===== src/rtl/sha256_byte_hasher_macros.svh =====
// ----------------------------------------------------------------------------
// sha256 byte hasher assertion macros
// Concurrent check macros used by the hasher controller, removable as a set.
// ----------------------------------------------------------------------------
`ifndef SHA256_BYTE_HASHER_MACROS_SVH
`define SHA256_BYTE_HASHER_MACROS_SVH
`ifndef ASSERT_OFF
// property must hold at every clock edge outside reset
`define SHABH_ASSERT(label, clk, rst, prop, msg) \
  label: assert property (@(posedge clk) disable iff (rst) prop) else $error(msg);
// condition must never be seen outside reset
`define SHABH_ASSERT_NEVER(label, clk, rst, cond, msg) \
  label: assert property (@(posedge clk) disable iff (rst) !(cond)) else $error(msg);
`else
`define SHABH_ASSERT(label, clk, rst, prop, msg)
`define SHABH_ASSERT_NEVER(label, clk, rst, cond, msg)
`endif
`endif


===== src/rtl/shabh_pkg.sv =====
// ----------------------------------------------------------------------------
// sha256 byte hasher package
// Constants, tables and controller/datapath command types.
// ----------------------------------------------------------------------------
package shabh_pkg;

  localparam int BLOCK_BYTES  = 64;
  localparam int LENGTH_POS   = 56;
  localparam int ROUNDS       = 64;
  localparam int DIGEST_WORDS = 8;
  localparam logic [7:0] PAD_MARK = 8'h80;

  // input mode codes
  localparam logic MODE_ABSORB = 1'b0;
  localparam logic MODE_FINISH = 1'b1;

  localparam logic [31:0] INIT_HASH [DIGEST_WORDS] = '{
    32'h6a09e667, 32'hbb67ae85, 32'h3c6ef372, 32'ha54ff53a,
    32'h510e527f, 32'h9b05688c, 32'h1f83d9ab, 32'h5be0cd19};

  localparam logic [31:0] ROUND_K [ROUNDS] = '{
    32'h428a2f98, 32'h71374491, 32'hb5c0fbcf, 32'he9b5dba5,
    32'h3956c25b, 32'h59f111f1, 32'h923f82a4, 32'hab1c5ed5,
    32'hd807aa98, 32'h12835b01, 32'h243185be, 32'h550c7dc3,
    32'h72be5d74, 32'h80deb1fe, 32'h9bdc06a7, 32'hc19bf174,
    32'he49b69c1, 32'hefbe4786, 32'h0fc19dc6, 32'h240ca1cc,
    32'h2de92c6f, 32'h4a7484aa, 32'h5cb0a9dc, 32'h76f988da,
    32'h983e5152, 32'ha831c66d, 32'hb00327c8, 32'hbf597fc7,
    32'hc6e00bf3, 32'hd5a79147, 32'h06ca6351, 32'h14292967,
    32'h27b70a85, 32'h2e1b2138, 32'h4d2c6dfc, 32'h53380d13,
    32'h650a7354, 32'h766a0abb, 32'h81c2c92e, 32'h92722c85,
    32'ha2bfe8a1, 32'ha81a664b, 32'hc24b8b70, 32'hc76c51a3,
    32'hd192e819, 32'hd6990624, 32'hf40e3585, 32'h106aa070,
    32'h19a4c116, 32'h1e376c08, 32'h2748774c, 32'h34b0bcb5,
    32'h391c0cb3, 32'h4ed8aa4a, 32'h5b9cca4f, 32'h682e6ff3,
    32'h748f82ee, 32'h78a5636f, 32'h84c87814, 32'h8cc70208,
    32'h90befffa, 32'ha4506ceb, 32'hbef9a3f7, 32'hc67178f2};

  // source of the byte shifted into the block
  typedef enum logic [1:0] {
    SEL_DATA = 2'd0,
    SEL_MARK = 2'd1,
    SEL_ZERO = 2'd2,
    SEL_LEN  = 2'd3
  } byte_sel_t;

  typedef struct packed {
    logic      shift;      // shift one byte into the block
    byte_sel_t sel;
    logic      sched;      // one message schedule step
    logic [5:0] step;      // schedule step index
    logic      load_work;  // copy hash words into working vars
    logic      round;      // one compression round
    logic      hash_add;   // fold working vars into hash words
    logic      hash_init;  // restart message
    logic [2:0] word_idx;  // digest word on the output
  } cmd_t;

  typedef struct packed {
    logic [5:0] fill;
  } status_t;

endpackage


===== src/rtl/shabh_in_if.sv =====
// ----------------------------------------------------------------------------
// sha256 byte hasher input channel
// Valid/ready channel carrying one message byte or a finish request.
// ----------------------------------------------------------------------------
interface shabh_in_if;
  logic       valid;
  logic       ready;
  logic       mode;
  logic [7:0] data_byte;

  modport source (output valid, output mode, output data_byte, input ready);
  modport sink   (input valid, input mode, input data_byte, output ready);
endinterface


===== src/rtl/shabh_out_if.sv =====
// ----------------------------------------------------------------------------
// sha256 byte hasher output channel
// Valid/ready channel carrying one digest word per transfer.
// ----------------------------------------------------------------------------
interface shabh_out_if;
  logic        valid;
  logic        ready;
  logic [31:0] digest_word;
  logic        word_last;

  modport source (output valid, output digest_word, output word_last, input ready);
  modport sink   (input valid, input digest_word, input word_last, output ready);
endinterface


===== src/rtl/shabh_ctrl.sv =====
// ----------------------------------------------------------------------------
// sha256 byte hasher controller
// Sequences byte loading, padding, compression rounds and digest output.
// ----------------------------------------------------------------------------
`include "sha256_byte_hasher_macros.svh"

module shabh_ctrl (
  input  logic               clk,
  input  logic               rst,
  input  logic               msg_valid,
  input  logic               msg_mode,
  output logic               msg_ready,
  output logic               out_valid,
  input  logic               out_ready,
  output logic               out_last,
  input  shabh_pkg::status_t status,
  output shabh_pkg::cmd_t    cmd
);

  localparam logic [2:0] S_IDLE = 3'd0;
  localparam logic [2:0] S_PAD  = 3'd1;
  localparam logic [2:0] S_COMP = 3'd2;
  localparam logic [2:0] S_ADD  = 3'd3;
  localparam logic [2:0] S_EMIT = 3'd4;

  localparam logic [5:0] FILL_LAST = 6'(shabh_pkg::BLOCK_BYTES - 1);
  localparam logic [5:0] FILL_LEN  = 6'(shabh_pkg::LENGTH_POS);
  localparam logic [6:0] CNT_LAST  = 7'(shabh_pkg::ROUNDS);
  localparam logic [2:0] WORD_LAST = 3'(shabh_pkg::DIGEST_WORDS - 1);

  logic [2:0] state, state_next;
  logic [6:0] cnt, cnt_next;
  logic       marked, marked_next;
  logic       last_blk, last_blk_next;
  logic [2:0] widx, widx_next;
  logic       msg_xfer;

  assign msg_ready = (state == S_IDLE);
  assign out_valid = (state == S_EMIT);
  assign out_last  = (widx == WORD_LAST);
  assign msg_xfer  = msg_valid && msg_ready;

  // next state and command decode
  always_comb begin
    state_next    = state;
    cnt_next      = cnt;
    marked_next   = marked;
    last_blk_next = last_blk;
    widx_next     = widx;
    cmd           = '0;
    cmd.sel       = shabh_pkg::SEL_DATA;
    cmd.step      = cnt[5:0];
    cmd.word_idx  = widx;
    unique case (state)
      S_IDLE: begin
        if (msg_xfer) begin
          if (msg_mode == shabh_pkg::MODE_ABSORB) begin
            cmd.shift = 1'b1;
            if (status.fill == FILL_LAST) begin
              state_next = S_COMP;
              cnt_next   = '0;
            end
          end else begin
            state_next    = S_PAD;
            marked_next   = 1'b0;
            last_blk_next = 1'b0;
          end
        end
      end
      S_PAD: begin
        cmd.shift = 1'b1;
        if (!marked) begin
          cmd.sel       = shabh_pkg::SEL_MARK;
          marked_next   = 1'b1;
          last_blk_next = (status.fill < FILL_LEN);
        end else if (last_blk && (status.fill >= FILL_LEN)) begin
          cmd.sel = shabh_pkg::SEL_LEN;
        end else begin
          cmd.sel = shabh_pkg::SEL_ZERO;
        end
        if (status.fill == FILL_LAST) begin
          state_next = S_COMP;
          cnt_next   = '0;
        end
      end
      S_COMP: begin
        cmd.sched     = !cnt[6];
        cmd.load_work = (cnt == '0);
        cmd.round     = (cnt != '0);
        cnt_next      = cnt + 7'd1;
        if (cnt == CNT_LAST) begin
          state_next = S_ADD;
        end
      end
      S_ADD: begin
        cmd.hash_add = 1'b1;
        if (!marked) begin
          state_next = S_IDLE;
        end else if (last_blk) begin
          state_next = S_EMIT;
          widx_next  = '0;
        end else begin
          // extra block: zeros then the length
          state_next    = S_PAD;
          last_blk_next = 1'b1;
        end
      end
      S_EMIT: begin
        if (out_ready) begin
          widx_next = widx + 3'd1;
          if (widx == WORD_LAST) begin
            cmd.hash_init = 1'b1;
            state_next    = S_IDLE;
            marked_next   = 1'b0;
            last_blk_next = 1'b0;
          end
        end
      end
      default: begin
        state_next = S_IDLE;
      end
    endcase
  end

  // control registers
  always_ff @(posedge clk) begin
    if (rst) begin
      state    <= S_IDLE;
      cnt      <= '0;
      marked   <= 1'b0;
      last_blk <= 1'b0;
      widx     <= '0;
    end else begin
      state    <= state_next;
      cnt      <= cnt_next;
      marked   <= marked_next;
      last_blk <= last_blk_next;
      widx     <= widx_next;
    end
  end

  // checks
  `SHABH_ASSERT_NEVER(a_in_out_excl, clk, rst, msg_ready && out_valid, "input and output both open")
  `SHABH_ASSERT(a_finish_pads, clk, rst, (msg_xfer && msg_mode == shabh_pkg::MODE_FINISH) |=> (state == S_PAD), "finish did not start padding")
  `SHABH_ASSERT(a_comp_len, clk, rst, (state == S_COMP && cnt == CNT_LAST) |=> (state == S_ADD), "compression did not end after last round")
  `SHABH_ASSERT(a_emit_end, clk, rst, (out_valid && out_ready && out_last) |=> (msg_ready && !out_valid), "digest did not end on last word")
  `SHABH_ASSERT(a_emit_last, clk, rst, (state == S_ADD && marked && last_blk) |=> (out_valid && widx == '0), "digest did not start at word zero")

endmodule


===== src/rtl/shabh_datapath.sv =====
// ----------------------------------------------------------------------------
// sha256 byte hasher datapath
// Block shift register, message schedule, round unit and hash words.
// ----------------------------------------------------------------------------
module shabh_datapath (
  input  logic               clk,
  input  logic               rst,
  input  shabh_pkg::cmd_t    cmd,
  input  logic [7:0]         data_byte,
  output shabh_pkg::status_t status,
  output logic [31:0]        digest_word
);

  logic [31:0] hash [shabh_pkg::DIGEST_WORDS];
  logic [31:0] work [8];
  logic [31:0] win  [16];
  logic [31:0] wk;
  logic [5:0]  fill;
  logic [63:0] msg_bytes;
  logic [63:0] bit_len;
  logic [2:0]  len_idx;
  logic [7:0]  in_byte;
  logic [31:0] w_new;
  logic [31:0] t1, t2;

  function automatic logic [31:0] rotr(input logic [31:0] x, input int n);
    rotr = (x >> n) | (x << (32 - n));
  endfunction

  function automatic logic [31:0] bsig0(input logic [31:0] x);
    bsig0 = rotr(x, 2) ^ rotr(x, 13) ^ rotr(x, 22);
  endfunction

  function automatic logic [31:0] bsig1(input logic [31:0] x);
    bsig1 = rotr(x, 6) ^ rotr(x, 11) ^ rotr(x, 25);
  endfunction

  function automatic logic [31:0] ssig0(input logic [31:0] x);
    ssig0 = rotr(x, 7) ^ rotr(x, 18) ^ (x >> 3);
  endfunction

  function automatic logic [31:0] ssig1(input logic [31:0] x);
    ssig1 = rotr(x, 17) ^ rotr(x, 19) ^ (x >> 10);
  endfunction

  assign status.fill = fill;
  assign digest_word = hash[cmd.word_idx];

  // byte source: message, pad mark, zero or big-endian bit length
  assign bit_len = {msg_bytes[60:0], 3'b000};
  assign len_idx = 3'd7 - fill[2:0];
  always_comb begin
    unique case (cmd.sel)
      shabh_pkg::SEL_DATA: in_byte = data_byte;
      shabh_pkg::SEL_MARK: in_byte = shabh_pkg::PAD_MARK;
      shabh_pkg::SEL_ZERO: in_byte = '0;
      shabh_pkg::SEL_LEN:  in_byte = bit_len[{len_idx, 3'b000} +: 8];
      default:             in_byte = '0;
    endcase
  end

  // fill and length counters
  always_ff @(posedge clk) begin
    if (rst || cmd.hash_init) begin
      fill      <= '0;
      msg_bytes <= '0;
    end else if (cmd.shift) begin
      fill <= fill + 6'd1;
      if (cmd.sel == shabh_pkg::SEL_DATA) begin
        msg_bytes <= msg_bytes + 64'd1;
      end
    end
  end

  // message schedule: block words first, then the expansion
  always_comb begin
    if (cmd.step[5:4] == 2'b00) begin
      w_new = win[0];
    end else begin
      w_new = win[0] + ssig0(win[1]) + win[9] + ssig1(win[14]);
    end
  end

  // block bytes and schedule share one 16-word window
  always_ff @(posedge clk) begin
    if (cmd.shift) begin
      for (int i = 0; i < 15; i++) begin
        win[i] <= {win[i][23:0], win[i+1][31:24]};
      end
      win[15] <= {win[15][23:0], in_byte};
    end else if (cmd.sched) begin
      for (int i = 0; i < 15; i++) begin
        win[i] <= win[i+1];
      end
      win[15] <= w_new;
      wk      <= w_new + shabh_pkg::ROUND_K[cmd.step];
    end
  end

  // round unit
  assign t1 = work[7] + bsig1(work[4]) + ((work[4] & work[5]) ^ (~work[4] & work[6])) + wk;
  assign t2 = bsig0(work[0]) +
              ((work[0] & work[1]) ^ (work[0] & work[2]) ^ (work[1] & work[2]));

  always_ff @(posedge clk) begin
    if (cmd.load_work) begin
      for (int i = 0; i < 8; i++) begin
        work[i] <= hash[i];
      end
    end else if (cmd.round) begin
      work[7] <= work[6];
      work[6] <= work[5];
      work[5] <= work[4];
      work[4] <= work[3] + t1;
      work[3] <= work[2];
      work[2] <= work[1];
      work[1] <= work[0];
      work[0] <= t1 + t2;
    end
  end

  // hash words
  always_ff @(posedge clk) begin
    if (rst || cmd.hash_init) begin
      for (int i = 0; i < shabh_pkg::DIGEST_WORDS; i++) begin
        hash[i] <= shabh_pkg::INIT_HASH[i];
      end
    end else if (cmd.hash_add) begin
      for (int i = 0; i < shabh_pkg::DIGEST_WORDS; i++) begin
        hash[i] <= hash[i] + work[i];
      end
    end
  end

endmodule


===== src/rtl/sha256_byte_hasher.sv =====
// ----------------------------------------------------------------------------
// sha256 byte hasher
// Absorb takes one byte per cycle while ready is high; a byte that fills the
// block runs the single round unit with schedule prefetch, then the hash add.
// Finish pads one byte per cycle to the block end and compresses each block
// (one or two blocks), then eight output transfers of one digest word each.
// Synchronous reset loads the initial hash values and clears fill and length.
// ----------------------------------------------------------------------------
module sha256_byte_hasher (
  input  logic        clk,
  input  logic        rst,
  shabh_in_if.sink    msg,
  shabh_out_if.source digest
);

  shabh_pkg::cmd_t    cmd;
  shabh_pkg::status_t status;
  logic               ready;
  logic               valid;
  logic               last;
  logic [31:0]        word;

  // sequencing
  shabh_ctrl u_ctrl (
    .clk       (clk),
    .rst       (rst),
    .msg_valid (msg.valid),
    .msg_mode  (msg.mode),
    .msg_ready (ready),
    .out_valid (valid),
    .out_ready (digest.ready),
    .out_last  (last),
    .status    (status),
    .cmd       (cmd)
  );

  // hashing datapath
  shabh_datapath u_datapath (
    .clk         (clk),
    .rst         (rst),
    .cmd         (cmd),
    .data_byte   (msg.data_byte),
    .status      (status),
    .digest_word (word)
  );

  // channel hookup
  assign msg.ready          = ready;
  assign digest.valid       = valid;
  assign digest.word_last   = last;
  assign digest.digest_word = word;

endmodule

===== src/flat_wrapper.sv =====
// flat-port wrapper written by rule: the top's interface ports become plain ports
module sha256_byte_hasher_flat 
  (clk, rst, msg_valid, msg_mode, msg_data_byte, msg_ready, digest_valid, digest_digest_word, digest_word_last, digest_ready);
  shabh_in_if msg_i ();
  shabh_out_if digest_i ();
  input  logic clk;
  input  logic rst;
  input wire logic [$bits(msg_i.valid)-1:0] msg_valid;
  input wire logic [$bits(msg_i.mode)-1:0] msg_mode;
  input wire logic [$bits(msg_i.data_byte)-1:0] msg_data_byte;
  output wire logic [$bits(msg_i.ready)-1:0] msg_ready;
  output wire logic [$bits(digest_i.valid)-1:0] digest_valid;
  output wire logic [$bits(digest_i.digest_word)-1:0] digest_digest_word;
  output wire logic [$bits(digest_i.word_last)-1:0] digest_word_last;
  input wire logic [$bits(digest_i.ready)-1:0] digest_ready;
  assign msg_i.valid = msg_valid;
  assign msg_i.mode = msg_mode;
  assign msg_i.data_byte = msg_data_byte;
  assign msg_ready = msg_i.ready;
  assign digest_valid = digest_i.valid;
  assign digest_digest_word = digest_i.digest_word;
  assign digest_word_last = digest_i.word_last;
  assign digest_i.ready = digest_ready;
  sha256_byte_hasher u_core (.clk(clk), .rst(rst), .msg(msg_i), .digest(digest_i));
endmodule

===== config.mk =====
export PLATFORM = sky130hd
export DESIGN_NAME = sha256_byte_hasher_flat
export DESIGN_NICKNAME = d
export VERILOG_FILES = /design/src/rtl/shabh_pkg.sv /design/src/rtl/shabh_in_if.sv /design/src/rtl/shabh_out_if.sv /design/src/rtl/shabh_ctrl.sv /design/src/rtl/shabh_datapath.sv /design/src/rtl/sha256_byte_hasher.sv /design/src/flat_wrapper.sv
export VERILOG_INCLUDE_DIRS = /design/src /design/src/rtl
export SDC_FILE = /design/constraint.sdc
export NUM_CORES = 2
export LEC_CHECK = 0
export BUFFER_PORTS_ARGS = -buffer_cell sky130_fd_sc_hd__buf_2
export CORE_MARGIN = 2
export CORE_UTILIZATION = 65
export DETAILED_ROUTE_END_ITERATION = 16
export PLACE_DENSITY = 0.84
export SYNTH_ARGS = -nofsm -noshare
export SYNTH_HDL_FRONTEND = slang
export SYNTH_SLANG_ARGS = --single-unit

===== constraint.sdc =====
create_clock -name clk -period 19.5 [get_ports clk]
set_input_delay 2.925 -clock clk [delete_from_list [all_inputs] [get_ports clk]]
set_output_delay 2.925 -clock clk [all_outputs]
set_load 0.02 [all_outputs]

* Yosys cells after proc, flatten, opt, wreduce, memory -nomap -nowiden *
Memories as Yosys holds them, arrays and structs flattened. A register that Yosys moved wholly into a read port is not among the register bits.
Index checks and enable logic that the tools add are counted.

word-level totals
  bits in registers = 117
  RAM bits = 1024
  bits in read-only memories = 2048
  input port bits = 13
  output and inout bits = 35
  logic and storage cells = 229
  memories kept = 4

memory list
  name                    words  bits a word  rd ports  clocked after memory_dff  wr ports  line                  text
  (no name shown)         64     32           1         0                         0         shabh_datapath.sv:96  wk <= w_new + shabh_pkg::ROUND_K[cmd.step];
  u_core.u_datapath.win   16     32           16        0                         16        shabh_datapath.sv:16  logic [31:0] win [16];
  u_core.u_datapath.hash  8      32           9         1                         8         shabh_datapath.sv:14  logic [31:0] hash [shabh_pkg::DIGEST_WORDS];
  u_core.u_datapath.work  8      32           8         0                         8         shabh_datapath.sv:15  logic [31:0] work [8];

cells by class
  add/sub/neg operators = 23
  order comparisons = 3
  equality and inequality tests = 19
  shift operators = 1
  multiplexer cells = 90
  bitwise operators = 61
  reductions and logical operators = 20

operators by type and width
  kind                     count
  $mux W32                 35
  $add A32 B32 Y32         18
  $xor A32 B32 Y32         9
  $and A32 B32 Y32         5
  $add A64 B1 Y64 const B  1
  $shiftx A64 B7 Y8        1
  $mux W3                  13
  $not A32 Y32             1
  $or A1 B1 Y1             32
  $or A10 B32 Y32          1
  $or A13 B32 Y32          1
  $or A14 B32 Y32          1
  $or A15 B32 Y32          1
  $or A19 B32 Y32          1
  $or A21 B32 Y32          1
  $or A25 B32 Y32          1
  $or A26 B32 Y32          1
  $or A30 B32 Y32          1
  $or A7 B32 Y32           1
  $pmux W8 S4              1
  $xor A32 B22 Y32         1
  $xor A32 B29 Y32         1
  $mux W1                  29
  $mux W7                  3
  other kinds (40)         57

* Depth between registers and ports, before layout *
An unclocked memory read counts as a cell.

  word-level depth = 9
  depth in mapped cells = 31
  depth with buffers taken out = 30

* Hierarchy *
A second synthesis with hierarchy kept.

second synthesis, totals
  cell total of the unflattened synthesis = 7450
  area, all modules = 76746.1 µm²

modules (own cells, without submodules)
  module          instances  cells an instance  area an instance (µm²)  seq. area each (µm²)
  shabh_datapath  1          7315               75656.3                 33051.7
  shabh_ctrl      1          135                1089.8                  300.3

* Worst setup path before layout *
Ideal clock, no wire load.

  kind = reg-to-reg
  from = register u_core.u_ctrl.state[1]
  to = memory u_core.u_datapath.win[0][0] (enable)
  setup time = 901 ps
  arrival time = 15210 ps
  data required time = 18599 ps
  setup slack = 3390 ps
  cell stages (with the launch flop) = 8
  path buffers = 3
  period minus slack after synthesis = 16110 ps
  path through = dfxtp_1 -> buf_1 -> nand2_1 -> inv_2 -> nand2b_1 -> clkbuf_1 -> buf_1 -> nand2_1

RTL lines
  element                 line                  text
  from (decl)             shabh_ctrl.sv:31      logic [2:0] state, state_next;
  from (signal assigned)  shabh_ctrl.sv:134     state <= state_next;
  to (decl)               shabh_datapath.sv:16

==> impl_table.tex <==
\begin{tabular}{lr}
\hline
Metric & Value \\
\hline
\multicolumn{2}{l}{\textbf{Synthesis}} \\
Most common flop cell mapped by yosys & edfxtp\_1 \\
Instance count of the mapped netlist & 7981 \\
Post-synthesis sequential area ratio & a little over two fifths \\
Share of async-settable or async-resettable flops after synthesis & 0\% \\
Leading cell type by number of instances after synthesis & nand2\_1 \\
Count of synthesis-stage warnings from yosys & 0 \\
Share of the synthesized area in the top cell type & 40.73\% \\
Ranking of synthesized cells by area & edfxtp\_1 (41\%), nand2\_1 (9.1\%), ha\_1 (6.8\%), xnor2\_1 (4.3\%), fa\_1 (4.3\%) \\
Post-synthesis register bit count & 1141 \\
Cell Area, Synth & 77850 µm² \\
Synth cell count leaders & nand2\_1 (1881), edfxtp\_1 (1056), ha\_1 (426) \\
Synth Net Count & 8586 \\
Post-synth EDFFs & 1056 \\
Largest area contributor in the netlist & edfxtp\_1 \\
Syn\_area\_per\_cell & 9.754 µm² \\
Count of cell types in the netlist & 107 \\
\multicolumn{2}{l}{\textbf{Setup path}} \\
Type of the worst setup path & flip-flop to flip-flop \\
CP peak stage delay & 590 ps \\
Critical Path End Type & flip-flop \\
Endpoint of the lowest-slack register-to-register path & u\_core.u\_datapath.work[0][30]\$\_DFFE\_PP\_ \\
End of the critical path & u\_core.u\_datapath.work[0][30]\$\_DFFE\_PP\_ \\
CP Launch Point & u\_core.u\_datapath.work[0][154]\$\_DFFE\_PP\_ \\
Crit path launch type & flip-flop \\
Reg-to-reg slack, setup & around 12000 ps \\
Largest driver fanout on the critical path & 6 \\
Beginning of the worst register-to-register path & u\_core.u\_datapath.work[0][154]\$\_DFFE\_PP\_ \\
Number of cells on the worst reg-to-reg path & 29 \\
Required arrival time at the worst endpoint & between 15000 and 20000 ps \\
Arrival time of the worst setup path & 8180 ps \\
Cell type of the slowest stage on the worst timing path & edfxtp\_1 \\
\multicolumn{2}{l}{\textbf{Global routing}} \\
Overflow left after global routing & 0 \\
Grt peak-use layer & met2 \\
Grt met3 use & under 10\% \\
Global-route usage over all layers & 39.12\% \\
Wire length of the first global-routing pass & 361.9 mm \\
Maximum number of pins on one net before global-route repair & about 190 \\
Number of global-route vias before repair & 59580 \\
GR met2 Demand/Resource & 63.71\% \\
Initial antenna violation count & 9 \\
Met1 Resource Use GR & between 40\% and 50\% \\
\multicolumn{2}{l}{\textbf{Clock network}} \\
Clock latency reported for the late side of the worst-skew pair & 770 ps \\
Number of levels in the clock H-tree & 3 \\
Number of buffers inserted to repair setup after CTS & 0 \\
Count of cells resized by post-cts repair & 0 \\
CTS buffer count & 121 \\
Number of clock sinks seen by CTS & 1141 \\
Number of hold-repair buffers added at the cts stage & 0 \\
CTS Root Buffer Type & clkbuf\_16 \\
Number of buffers between clock root and the deepest sink & 3 \\
Register clock-pin slew on the reported worst setup and hold paths & 60 ps \\
CTS tree & built \\
\multicolumn{2}{l}{\textbf{Floorplanning}} \\
Core Area & 118400 µm² \\
Initial core utilization & 65.75\% \\
Chip Width & 350.1 µm \\
Count of pins on the block boundary & 48 \\
Die outline height & 350.1 µm \\
Std-Cell Rows & around 130 \\
Overall die area & 122500 µm² \\
\multicolumn{2}{l}{\textbf{Layout}} \\
Number of nets at the end of the flow & 8392 \\
Layout cell share with drive strength beyond 1 & roughly 9\% \\
Synth-to-layout area growth & 6.882\% \\
Design area & 83200 µm² \\
N\_diodes & 0 \\
\multicolumn{2}{l}{\textbf{Placement}} \\
Placer Congestion & 1.050 \\
Cell area after placement & 79050 µm² \\
Input/output buffers & 47 \\
Final HPWL DP & 176.8 mm \\
\multicolumn{2}{l}{\textbf{Power}} \\
Pleak & 0.03388 µW \\
Power per unit of standard cell area & 92.21 nW/µm² \\
Maximum ir drop on the vdd rail & a little under 0.1 mV \\
\multicolumn{2}{l}{\textbf{Flow run}} \\
Max-cap violation count & 0 \\
\multicolumn{2}{l}{\textbf{Detailed routing}} \\
DR WL/cell & around 25 µm \\
Via total after detailed routing & between 60000 and 70000 \\
Detailed Route WL & 241.2 mm \\
Final ANT Viol Nets & 0 \\
Vias per cell & 6.472 \\
Iteration-0 DRC Markers & 7164 \\
Residual DRC count & 0 \\
Detailed-routing iteration count for the pre-antenna-repair pass & 9 \\
\multicolumn{2}{l}{\textbf{Timing}} \\
Max Transition Viols Final & 0 \\
Max-slew headroom at the worst pin & 14.59\% \\
Setup tns final & 0 ps \\
Max Freq & 129.9 MHz \\
Final critical-path share of the clock period & 39.48\% \\
RSZ-0062 raised after global routing & no \\
Final Skew & about 48 ps \\
Measured slew at the worst slew-check pin & 1281 ps \\
Minimum clock period & around 7700 ps \\
Number of setup violations in the final report & 0 \\
Count of final hold-check violations & 0 \\
\multicolumn{2}{l}{\textbf{Worst hold path}} \\
Tightest Hold Check Type & flip-flop to flip-flop \\
\multicolumn{2}{l}{\textbf{Status}} \\
Status & complete, no violations \\
\hline
\end{tabular}
worst min-delay path by stage:
stage	cells past startpoint	end	from	slack [ps]
after floorplan	2	flip-flop	u_core.u_ctrl.widx[1]$_SDFFE_PP0P_	450
after global placement	2	u_core.u_datapath.msg_bytes[43]$_SDFFE_PP0P_	u_core.u_datapath.msg_bytes[43]$_SDFFE_PP0P_	480
after detailed placement	2	u_core.u_datapath.status[5]$_SDFFE_PP0P_	u_core.u_datapath.status[5]$_SDFFE_PP0P_	500
after CTS	2	u_core.u_datapath.msg_bytes[59]$_SDFFE_PP0P_	u_core.u_datapath.msg_bytes[59]$_SDFFE_PP0P_	510
after global routing	2	u_core.u_datapath.msg_bytes[45]$_SDFFE_PP0P_	u_core.u_datapath.msg_bytes[45]$_SDFFE_PP0P_	530
final	2	u_core.u_datapath.msg_bytes[59]$_SDFFE_PP0P_	u_core.u_datapath.msg_bytes[59]$_SDFFE_PP0P_	510
report_power, final:
group | total (µW) | internal [µW] | switching [µW]
combinational | 2120 | 847 | 1270
clock | 2450 | 1400 | 1050
sequential | 3110 | 2930 | 171
total | 7670 | 5180 | 2490
state kept, by name (all words and copies together) (netlist names), named ones only:
| name | flops |
|---|---|
| u_core.u_ctrl.cnt | 7 |
| u_core.u_ctrl.widx | 3 |
| u_core.u_datapath.wk | 32 |
| u_core.u_datapath.hash | 256 |
| u_core.u_ctrl.state | 3 |
| u_core.u_datapath.win | 512 |
| u_core.u_datapath.msg_bytes | 61 |
| u_core.u_ctrl.last_blk | 1 |
| u_core.u_datapath.status | 6 |
| u_core.u_ctrl.marked | 1 |
| u_core.u_datapath.work | 256 |
metal layers:
metal | routed length [µm] | vias up
li1 | - | 27700
met3 | 19770 | 705
met5 | 27 | -
met2 | 113200 | 3165
met1 | 89150 | 29850
met4 | 19080 | 4
worst max-delay path: cells and delay by family, from the launching register on:
family          cells  cell delay, ps
compound gates     10            2390
xor+xnor            4             870
flops               1             590
fa+ha+maj           6            2500
simple gates        5             830
buf+inv             4             210
stage by stage:
step           utilization, %  setup slack [ps]  hold WS (ps)  total power, µW  cells
2_1_floorplan               -              3390         449.6             4741   7981
3_3_place_gp            66.77             11860         476.2             5174   9264
3_5_place_dp            66.77             11840         496.0             5189   9264
4_1_cts                 70.28             11830         506.4             7621   9492
5_1_grt                 70.28             11370         530.6             7986   9492
6_report                70.28             11800         506.8             7672   9492
area by class of cell:
type / instances / area [µm²]
Inverter: 367 / 1393
Multi-Input combinational cell: 6055 / 41550
Timing Repair Buffer: 101 / 678.2
Sequential cell: 1141 / 33430
Clock inverter: 68 / 798.3
Fill cell: 8711 / 35190
Clock buffer: 160 / 3356
Tap cell: 1600 / 2002
layout by cell type, fill, tap and decap left out, types with 66 or more instances in the layout:
master	Yosys	final
a21o_1	210	210
edfxtp_1	1056	1056
xnor2_1	384	384
fa_1	166	166
mux2_2	264	264
o21ai_0	368	368
nand2_1	1881	1879
dfxtp_1	85	78
nand3_1	121	121
nand2b_1	67	66
mux4_2	82	82
nor3_1	105	105
a21oi_1	409	409
clkbuf_16	0	122
xor2_1	230	230
nor2_1	424	421
ha_1	426	426
inv_1	360	360
cell families (layout without fill, tap and decap cells):
family | Yosys count | in the layout | synth area share (%)
AO/OA/AOI/OAI | 1521 | 1521 | 12.42
XOR/XNOR | 615 | 615 | 6.937
adder cells (fa/ha/maj) | 605 | 605 | 11.28
buffers and inverters | 785 | 696 | 3.832
flip-flops | 1141 | 1141 | 42.92
multiplexers | 379 | 379 | 6.616
AND/OR/NAND/NOR | 2935 | 2935 | 15.99
Power figures use the tool's default switching activity.
